### config.mk
export PLATFORM = sky130hd
export DESIGN_NAME = video_luma_chroma_adjust
export DESIGN_NICKNAME = d
export VERILOG_FILES = /design/src/hw/rtl/lcadj_pkg.sv /design/src/hw/rtl/video_luma_chroma_adjust.sv /design/src/hw/rtl/lcadj_gain.sv
export SDC_FILE = /design/constraint.sdc
export NUM_CORES = 2
export LEC_CHECK = 0
export BUFFER_PORTS_ARGS = -buffer_cell sky130_fd_sc_hd__buf_2
export CAP_MARGIN = 0
export CORE_MARGIN = 5
export CORE_UTILIZATION = 48
export DETAILED_ROUTE_END_ITERATION = 10
export SLEW_MARGIN = 30
export SYNTH_ARGS = -nofsm -noshare
export SYNTH_HDL_FRONTEND = slang
export SYNTH_SLANG_ARGS = --single-unit
export TNS_END_PERCENT = 100
### constraint.sdc
create_clock -name clk_i -period 11.32 [get_ports clk_i]
set_input_delay 1.132 -clock clk_i [delete_from_list [all_inputs] [get_ports clk_i]]
set_output_delay 1.132 -clock clk_i [all_outputs]
set_load 0.02 [all_outputs]
### src/hw/rtl/lcadj_pkg.sv
// Shared types and constants for the luma/chroma adjust pipeline.
// No dependencies; imported by lcadj_gain and video_luma_chroma_adjust.
`timescale 1ns / 1ps

package lcadj_pkg;

  // Gain factors are fixed point with UnityGain meaning a gain of one.
  localparam int unsigned GainW      = 12;
  localparam int unsigned LevelW     = 8;
  localparam int unsigned UnityGain  = 1000;
  localparam int unsigned LevelMid   = 127;
  localparam int unsigned LumaBase   = 16;
  localparam int unsigned ChromaBase = 128;
  localparam int unsigned PixMax     = 255;

  typedef logic [GainW-1:0]  gain_t;
  typedef logic [LevelW-1:0] level_t;

  // Configuration register indexes.
  localparam int unsigned CfgIdxW = 2;
  localparam logic [CfgIdxW-1:0] RegBrightness = 2'd0;
  localparam logic [CfgIdxW-1:0] RegContrast   = 2'd1;
  localparam logic [CfgIdxW-1:0] RegSaturation = 2'd2;

  // Reciprocal of LevelMid: floor(n * RecipLevel / 2^LevelShift) == floor(n / 127)
  // for every numerator below 2^19.
  localparam logic [19:0] RecipLevel = 20'd528417;
  localparam int unsigned LevelShift = 26;

  // Reciprocal of 1000, exact for numerators below 2^20.
  localparam logic [20:0] RecipLuma = 21'd1073742;
  localparam int unsigned LumaShift = 30;

  // Reciprocal of 1000000, exact for numerators below 2^27.
  localparam logic [27:0] RecipChroma = 28'd140737489;
  localparam int unsigned ChromaShift = 47;

endpackage

### src/hw/rtl/video_luma_chroma_adjust.sv
// Top level of the luma/chroma adjust block: config registers and a seven-stage pipeline.
// Depends on lcadj_pkg and instantiates lcadj_gain for the contrast and saturation gains.
`timescale 1ns / 1ps

// Usage
// A request is one 8-bit sample on sample_in_i, taken at a rising edge where start_i is
// high and busy_o is low. The block keeps no state between samples, so a new request can
// be taken on every clock: the pipeline is fully open and throughput is one sample per
// cycle. The result for a request appears on luma_out_o and chroma_out_o with done_o
// high once it has passed through every pipeline stage, ending in the output registers
// (the depth is set by the chain of gain lookup, two gain products and two reciprocal
// divisions). Results leave in request order and are shown for exactly one cycle; the
// receiver has no way to hold them, and none is needed since nothing backs up.
// Brightness, contrast and saturation are written through cfg_we_i, cfg_idx_i and
// cfg_wdata_i, index 0, 1 and 2 in that order; other indexes are ignored. They should
// only change while no request is in flight. Reset is asynchronous and active low: it
// returns all three levels to 127 (neutral), drops every in-flight request, and holds
// busy_o high until the first clock edge after reset is released.
module video_luma_chroma_adjust (
  input  logic                            clk_i,
  input  logic                            rst_ni,
  input  logic                            start_i,
  output logic                            busy_o,
  input  logic [7:0]                      sample_in_i,
  output logic                            done_o,
  output logic [7:0]                      luma_out_o,
  output logic [7:0]                      chroma_out_o,
  input  logic                            cfg_we_i,
  input  logic [lcadj_pkg::CfgIdxW-1:0]   cfg_idx_i,
  input  logic [7:0]                      cfg_wdata_i
);
  import lcadj_pkg::*;

  // Configuration registers.
  level_t brightness_q, contrast_q, saturation_q;
  logic   busy_q;

  // Valid bits, one per stage.
  logic v0_q, v1_q, v2_q, v3_q, v4_q, v5_q, done_q;
  logic accept;

  // Stage 0/1: sample and brightness travel while the gains are formed.
  logic [7:0] x0_q, x1_q, x2_q;
  level_t     b0_q, b1_q, b2_q, b3_q, b4_q;
  gain_t      fc, fs;

  // Stage 2: luma contrast product and combined chroma gain.
  logic signed [8:0]  xl;
  logic signed [12:0] fcs;
  logic signed [21:0] pl_d, pl2_q;
  logic [23:0]        g_d, g2_q;

  // Stage 3: luma divide by 1000 and chroma product.
  logic [21:0]        lmag_full;
  logic [40:0]        lprod;
  logic [9:0]         lq3_q;
  logic               lneg3_q;
  logic signed [7:0]  xc;
  logic signed [24:0] gs;
  logic signed [32:0] pc_d, pc3_q;

  // Stage 4: luma first clamp, chroma magnitude saturation.
  logic signed [10:0] ly;
  logic [7:0]         y1_d, y4_q;
  logic [32:0]        cmag;
  logic [26:0]        nsat_d, nsat4_q;
  logic               cneg4_q;

  // Stage 5: brightness offset and chroma divide by one million.
  logic signed [10:0] y2;
  logic [7:0]         y5_d, y5_q;
  logic [54:0]        cprod;
  logic [7:0]         cq5_q;
  logic               cneg5_q;

  // Stage 6: output registers.
  logic signed [9:0]  cs;
  logic [7:0]         c_d, luma_q, chroma_q;

  assign accept = start_i && !busy_q;

  always_ff @(posedge clk_i or negedge rst_ni) begin
    if (!rst_ni) begin
      brightness_q <= LevelW'(LevelMid);
      contrast_q   <= LevelW'(LevelMid);
      saturation_q <= LevelW'(LevelMid);
    end else if (cfg_we_i) begin
      unique case (cfg_idx_i)
        RegBrightness: brightness_q <= cfg_wdata_i;
        RegContrast:   contrast_q   <= cfg_wdata_i;
        RegSaturation: saturation_q <= cfg_wdata_i;
        default: ;
      endcase
    end
  end

  always_ff @(posedge clk_i or negedge rst_ni) begin
    if (!rst_ni) begin
      busy_q <= 1'b1;
      v0_q   <= 1'b0;
      v1_q   <= 1'b0;
      v2_q   <= 1'b0;
      v3_q   <= 1'b0;
      v4_q   <= 1'b0;
      v5_q   <= 1'b0;
      done_q <= 1'b0;
    end else begin
      busy_q <= 1'b0;
      v0_q   <= accept;
      v1_q   <= v0_q;
      v2_q   <= v1_q;
      v3_q   <= v2_q;
      v4_q   <= v3_q;
      v5_q   <= v4_q;
      done_q <= v5_q;
    end
  end

  // The gain units sample the level registers at the same edge as the request and
  // present the gain at the next edge, lined up with stage 1.
  lcadj_gain u_gain_contrast (
    .clk_i   (clk_i),
    .level_i (contrast_q),
    .gain_o  (fc)
  );

  lcadj_gain u_gain_saturation (
    .clk_i   (clk_i),
    .level_i (saturation_q),
    .gain_o  (fs)
  );

  always_ff @(posedge clk_i) begin
    x0_q <= sample_in_i;
    b0_q <= brightness_q;
    x1_q <= x0_q;
    b1_q <= b0_q;
  end

  // Stage 2. The luma product is at most 239 * 4023, well inside 22 bits signed.
  assign xl   = $signed({1'b0, x1_q}) - 9'sd16;
  assign fcs  = $signed({1'b0, fc});
  assign pl_d = xl * fcs;
  assign g_d  = 24'(fc) * 24'(fs);

  always_ff @(posedge clk_i) begin
    pl2_q <= pl_d;
    g2_q  <= g_d;
    x2_q  <= x1_q;
    b2_q  <= b1_q;
  end

  // Stage 3. Luma divides the magnitude so the quotient truncates toward zero.
  assign lmag_full = pl2_q[21] ? 22'(-pl2_q) : pl2_q;
  assign lprod     = 41'(lmag_full[19:0]) * 41'(RecipLuma);
  // Flipping the top bit of x gives x - 128 as a signed byte.
  assign xc        = $signed(x2_q ^ 8'h80);
  assign gs        = $signed({1'b0, g2_q});
  assign pc_d      = xc * gs;

  always_ff @(posedge clk_i) begin
    lq3_q   <= lprod[LumaShift +: 10];
    lneg3_q <= pl2_q[21];
    pc3_q   <= pc_d;
    b3_q    <= b2_q;
  end

  // Stage 4. Chroma only needs the quotient up to the clamp point, so the magnitude is
  // saturated to 27 bits; any saturated value still clamps on both sides.
  always_comb begin
    if (lneg3_q) begin
      ly = 11'sd16 - $signed({1'b0, lq3_q});
    end else begin
      ly = 11'sd16 + $signed({1'b0, lq3_q});
    end
    if (ly < 11'sd0) begin
      y1_d = 8'd0;
    end else if (ly > 11'sd255) begin
      y1_d = 8'(PixMax);
    end else begin
      y1_d = ly[7:0];
    end
  end

  assign cmag   = pc3_q[32] ? 33'(-pc3_q) : pc3_q;
  assign nsat_d = (|cmag[32:27]) ? '1 : cmag[26:0];

  always_ff @(posedge clk_i) begin
    y4_q    <= y1_d;
    nsat4_q <= nsat_d;
    cneg4_q <= pc3_q[32];
    b4_q    <= b3_q;
  end

  // Stage 5. Brightness adds 2 * (b - 127), one less again when b is below neutral.
  always_comb begin
    y2 = $signed({3'b000, y4_q}) + $signed({2'b00, b4_q, 1'b0}) - 11'sd254;
    if (b4_q < LevelW'(LevelMid)) begin
      y2 = y2 - 11'sd1;
    end
    if (y2 < 11'sd0) begin
      y5_d = 8'd0;
    end else if (y2 > 11'sd255) begin
      y5_d = 8'(PixMax);
    end else begin
      y5_d = y2[7:0];
    end
  end

  assign cprod = 55'(nsat4_q) * 55'(RecipChroma);

  always_ff @(posedge clk_i) begin
    y5_q    <= y5_d;
    cq5_q   <= cprod[ChromaShift +: 8];
    cneg5_q <= cneg4_q;
  end

  // Stage 6. Chroma is recentered on 128 and clamped.
  always_comb begin
    if (cneg5_q) begin
      cs = 10'sd128 - $signed({2'b00, cq5_q});
    end else begin
      cs = 10'sd128 + $signed({2'b00, cq5_q});
    end
    if (cs < 10'sd0) begin
      c_d = 8'd0;
    end else if (cs > 10'sd255) begin
      c_d = 8'(PixMax);
    end else begin
      c_d = cs[7:0];
    end
  end

  always_ff @(posedge clk_i) begin
    luma_q   <= y5_q;
    chroma_q <= c_d;
  end

  assign busy_o       = busy_q;
  assign done_o       = done_q;
  assign luma_out_o   = luma_q;
  assign chroma_out_o = chroma_q;

`ifndef SYNTHESIS
  // Every accepted request yields a result; done_o rises once the request's valid bit has
  // passed from v0_q through v5_q into done_q.
  assert property (@(posedge clk_i) disable iff (!rst_ni)
    (start_i && !busy_o) |-> ##7 done_o)
    else $error("accepted request produced no result");

  // Every result traces back to a request accepted earlier, through the chain of valid bits.
  assert property (@(posedge clk_i) disable iff (!rst_ni)
    done_o |-> $past(start_i && !busy_o, 7))
    else $error("result without a matching request");

  // The block never refuses a request once it has left reset.
  assert property (@(posedge clk_i) disable iff (!rst_ni)
    !busy_o |=> !busy_o)
    else $error("busy raised outside reset");
`endif

endmodule

### src/hw/rtl/lcadj_gain.sv
// Two-stage gain factor unit: turns an 8-bit level into a gain in thousandths.
// Depends on lcadj_pkg for the level midpoint and the reciprocal of 127.
`timescale 1ns / 1ps

module lcadj_gain (
  input  logic               clk_i,
  input  lcadj_pkg::level_t  level_i,
  output lcadj_pkg::gain_t   gain_o
);
  import lcadj_pkg::*;

  // Stage A: numerator of the division by 127.
  logic        hi_d, hi_q;
  logic [7:0]  diff;
  logic [18:0] num_d, num_q;

  // Stage B: reciprocal multiply and unity offset.
  logic [38:0] prod;
  logic [11:0] quot;
  gain_t       gain_d, gain_q;

  assign hi_d = (level_i > LevelW'(LevelMid));
  assign diff = level_i - LevelW'(LevelMid);

  always_comb begin
    if (hi_d) begin
      num_d = 19'(diff) * 19'(3 * UnityGain);
    end else begin
      num_d = 19'(level_i) * 19'(UnityGain);
    end
  end

  always_ff @(posedge clk_i) begin
    hi_q  <= hi_d;
    num_q <= num_d;
  end

  assign prod = 39'(num_q) * 39'(RecipLevel);
  assign quot = prod[LevelShift +: 12];

  always_comb begin
    if (hi_q) begin
      gain_d = GainW'(UnityGain) + quot;
    end else begin
      gain_d = quot;
    end
  end

  always_ff @(posedge clk_i) begin
    gain_q <= gain_d;
  end

  assign gain_o = gain_q;

endmodule

==> summary.txt <==
Clock network
  – Cts bufs inserted: 38
  – CTS tree: built
  – H-tree depth: 2
  – Post_cts resized: 0
  – Max clock buf depth: 3
  – CTS clk-pin slew, worst paths: roughly 0.060 ns
  – Post-CTS setup buffers: 0
  – Hold Buf Count CTS: 0
  – Clk_lat worst skew: a little under 0.6 ns
  – Root Buffer: clkbuf_16
  – Sink Count: 312

Timing
  – Max Fclk: ~130 MHz
  – Final Max Slew Viols: 0
  – Final setup vio count: 0
  – Clock Skew: between 0.02 and 0.03 ns
  – Setup_tns: 0 ns
  – Rel. slew slack: 0.356
  – Slew @ Worst Pin: between 0.9 and 1 ns
  – RSZ-0062 raised after global routing: false
  – Min Tclk post-route: 7.88 ns
  – Fin crit share: 0.696
  – Fin. Hold Viols: 0

Detailed routing
  – DRC: 0
  – Wirelength, routed: 102 mm
  – Vias: between 30,000 and 40,000
  – Drt via density: 5.02
  – Starting DRT DRC Count: 1,280
  – Drt pass-1 iters: 8
  – ANT nets after route: 0
  – Wire per inst: roughly 16 µm

Synth
  – Netlist cell types: 79
  – Yosys warnings: 0
  – Share of synthesized registers carrying an async set or reset: 0.103
  – FF+latch count, synth: roughly 310
  – Sequential fraction of the synthesis area: 0.132
  – Syn_area_per_cell: about 9.8 µm²
  – Syn Inst Count: about 5,000
  – Ranking of synthesized cells by area: fa_1 31%, ha_1 24%, dfxtp_1 12%
  – Cell taking the most area after synthesis: fa_1
  – Post-Syn Area: 48,700 µm²
  – Top FF cell, synth: dfxtp_1
  – Post-synth net total: roughly 6,700
  – Number of synthesized flops with an enable pin: 0
  – Synth top area share: 0.308

GRT
  – Total Routing Usage GR: 0.198
  – Largest net degree at the start of global routing: 35
  – First-pass GRT wire length: between 150 and 200 mm
  – GRT overflow: 0
  – Antenna violations before repair: 1
  – Number of global-route vias before repair: about 34,000

Floorplan
  – Die height: 329 µm
  – Initial Util: 0.485
  – Core ar.: 100,000 µm²
  – Core Rows: approximately 120
  – Die W: about 330 µm
  – IO Count: 40
  – Die area: 108,000 µm²

Layout
  – Final Net Count: about 6,700
  – Cell area after layout: between 50,000 and 60,000 µm²
  – Antenna cell count: 0
  – Area delta synth->final: 6.25%
  – Share of cells above drive strength 1: 0.0518

Placement
  – GPL Wtd Cong: 0.877
  – Final HPWL from detailed placement: 87.5 mm
  – Number of port buffers: 39
  – Placed Instance Area: between 50,000 and 60,000 µm²

Worst setup path
  – Worst setup EP type: register
  – Maximum fanout along the worst path: 6
  – CP Data Arrival Time: approximately 8.4 ns
  – Required time worst endpoint: 11.81 ns
  – Crit start category: register
  – Kind of critical path: reg2reg

Min path
  – Worst min-delay path category: reg2reg

Outcome
  – Status: finished, final reports clean

Job
  – # Max-Cap Violations: 0
[state kept, by name, summed over array words and instances, names as in the netlist, 10 cells and up]
register and count:
lq3_q 10, u_gain_contrast.gain_o 12, pc3_q 33, nsat4_q 27
u_gain_saturation.gain_o 12, pl2_q 21, u_gain_saturation.num_q 16, g2_q 24
u_gain_contrast.num_q 16
[stage by stage]
stage                     hold WS (ns)  utilization  cells  setup WS [ns]
after floorplan                  0.310            -   4995           4.28
after global placement           0.311        0.502   6326           3.61
after detailed placement         0.312        0.502   6326           3.39
after CTS                        0.319        0.515   6393           3.36
after global routing             0.322        0.515   6393           2.91
final                            0.320        0.515   6393           3.44
[metal layers]
| metal | global-route usage | wire (µm) | up-vias |
|---|---|---|---|
| met1 | 0.261 | 46100 | 15700 |
| met5 | 0 | 0 | - |
| li1 | - | - | 15800 |
| met2 | 0.353 | 51000 | 420 |
| met4 | 0.0409 | 2140 | 0 |
| met3 | 0.0218 | 3250 | 124 |
[path summary, 6_finish.rpt]
path | start | to | slack [ns] | cells past startpoint
min in group asynchronous | rst_ni | contrast_q[7] | 0.59 | 1
max in group asynchronous | rst_ni | saturation_q[7] | 10.29 | 1
hold / removal | b1_q[2] | b2_q[2] | 0.32 | 0
hold reg to reg | b1_q[2] | b2_q[2] | 0.32 | 0
setup reg to reg | pl2_q[6] | lq3_q[9] | 3.44 | 25
setup / recovery | pl2_q[6] | lq3_q[9] | 3.44 | 25
[critical path: stages (launching register included)]
cell,delay (ns)
dfxtp_1,0.34
or4_1,0.60
nor4_1,0.29
nand2b_1,0.13
or4_1,0.48
o31a_1,0.28
xor2_1,0.56
ha_1,0.37
inv_1,0.08
fa_1,0.41
inv_1,0.09
fa_1,0.41
fa_1,0.54
fa_1,0.43
ha_1,0.28
ha_1,0.29
inv_1,0.05
or4_1,0.59
nor4_1,0.20
o211ai_1,0.18
o2111ai_1,0.20
a2111oi_0,0.15
a21oi_1,0.26
a41o_1,0.29
nor4_1,0.07
a311oi_1,0.26
[layout by cell type (no fill, tap or decap), drive strengths merged, types with 25 or more instances in the layout]
master,count
a21o,53
a21oi,141
and2,196
buf,63
clkbuf,50
dfxtp,280
fa,749
ha,951
inv,1171
mux2,36
nand2,367
nand2b,40
nand3,38
nor2,102
nor2b,45
nor3,34
o21a,25
o21ai,92
or2,37
xnor2,141
xor2,84
[Yosys cell counts, types with 13 or more instances]
library cell / n
ha_1: 951
a211oi_1: 13
o21a_1: 25
a21o_1: 53
nand2b_1: 40
or2_2: 36
or3_1: 22
o31ai_1: 21
nand3_1: 38
a31oi_1: 15
mux2_2: 36
a21oi_1: 141
mux2i_1: 13
fa_1: 749
nand4_1: 17
nand2_1: 347
xnor2_1: 141
dfstp_2: 22
inv_1: 1167
and2_1: 196
nor2b_1: 45
o41ai_1: 13
nor2_1: 102
o21ai_0: 92
xor2_1: 84
dfxtp_1: 280
nor3_1: 34
nand2_2: 20
o21bai_1: 22
clkbuf_1: 84
[logic make-up after synthesis]
group	synth area share
other	0.0000770
flip-flops	0.132
AO/OA/AOI/OAI	0.0661
buffers and inverters	0.0977
multiplexers	0.0115
adder cells (fa/ha/maj)	0.552
AND/OR/NAND/NOR	0.100
XOR/XNOR	0.0404
[cell type report]
type | count | area, µm²
fill | 9385 | 48700
clock inverter | 17 | 273
multi-input combinational | 3426 | 37500
inverter | 1168 | 4380
tap | 1357 | 1700
timing repair buffer | 63 | 375
sequential | 312 | 6440
clock buffer | 50 | 1060
Power is left out: the tool's default activity adds up to more than one toggle a clock period on the data nets, which glitch-free logic cannot reach.
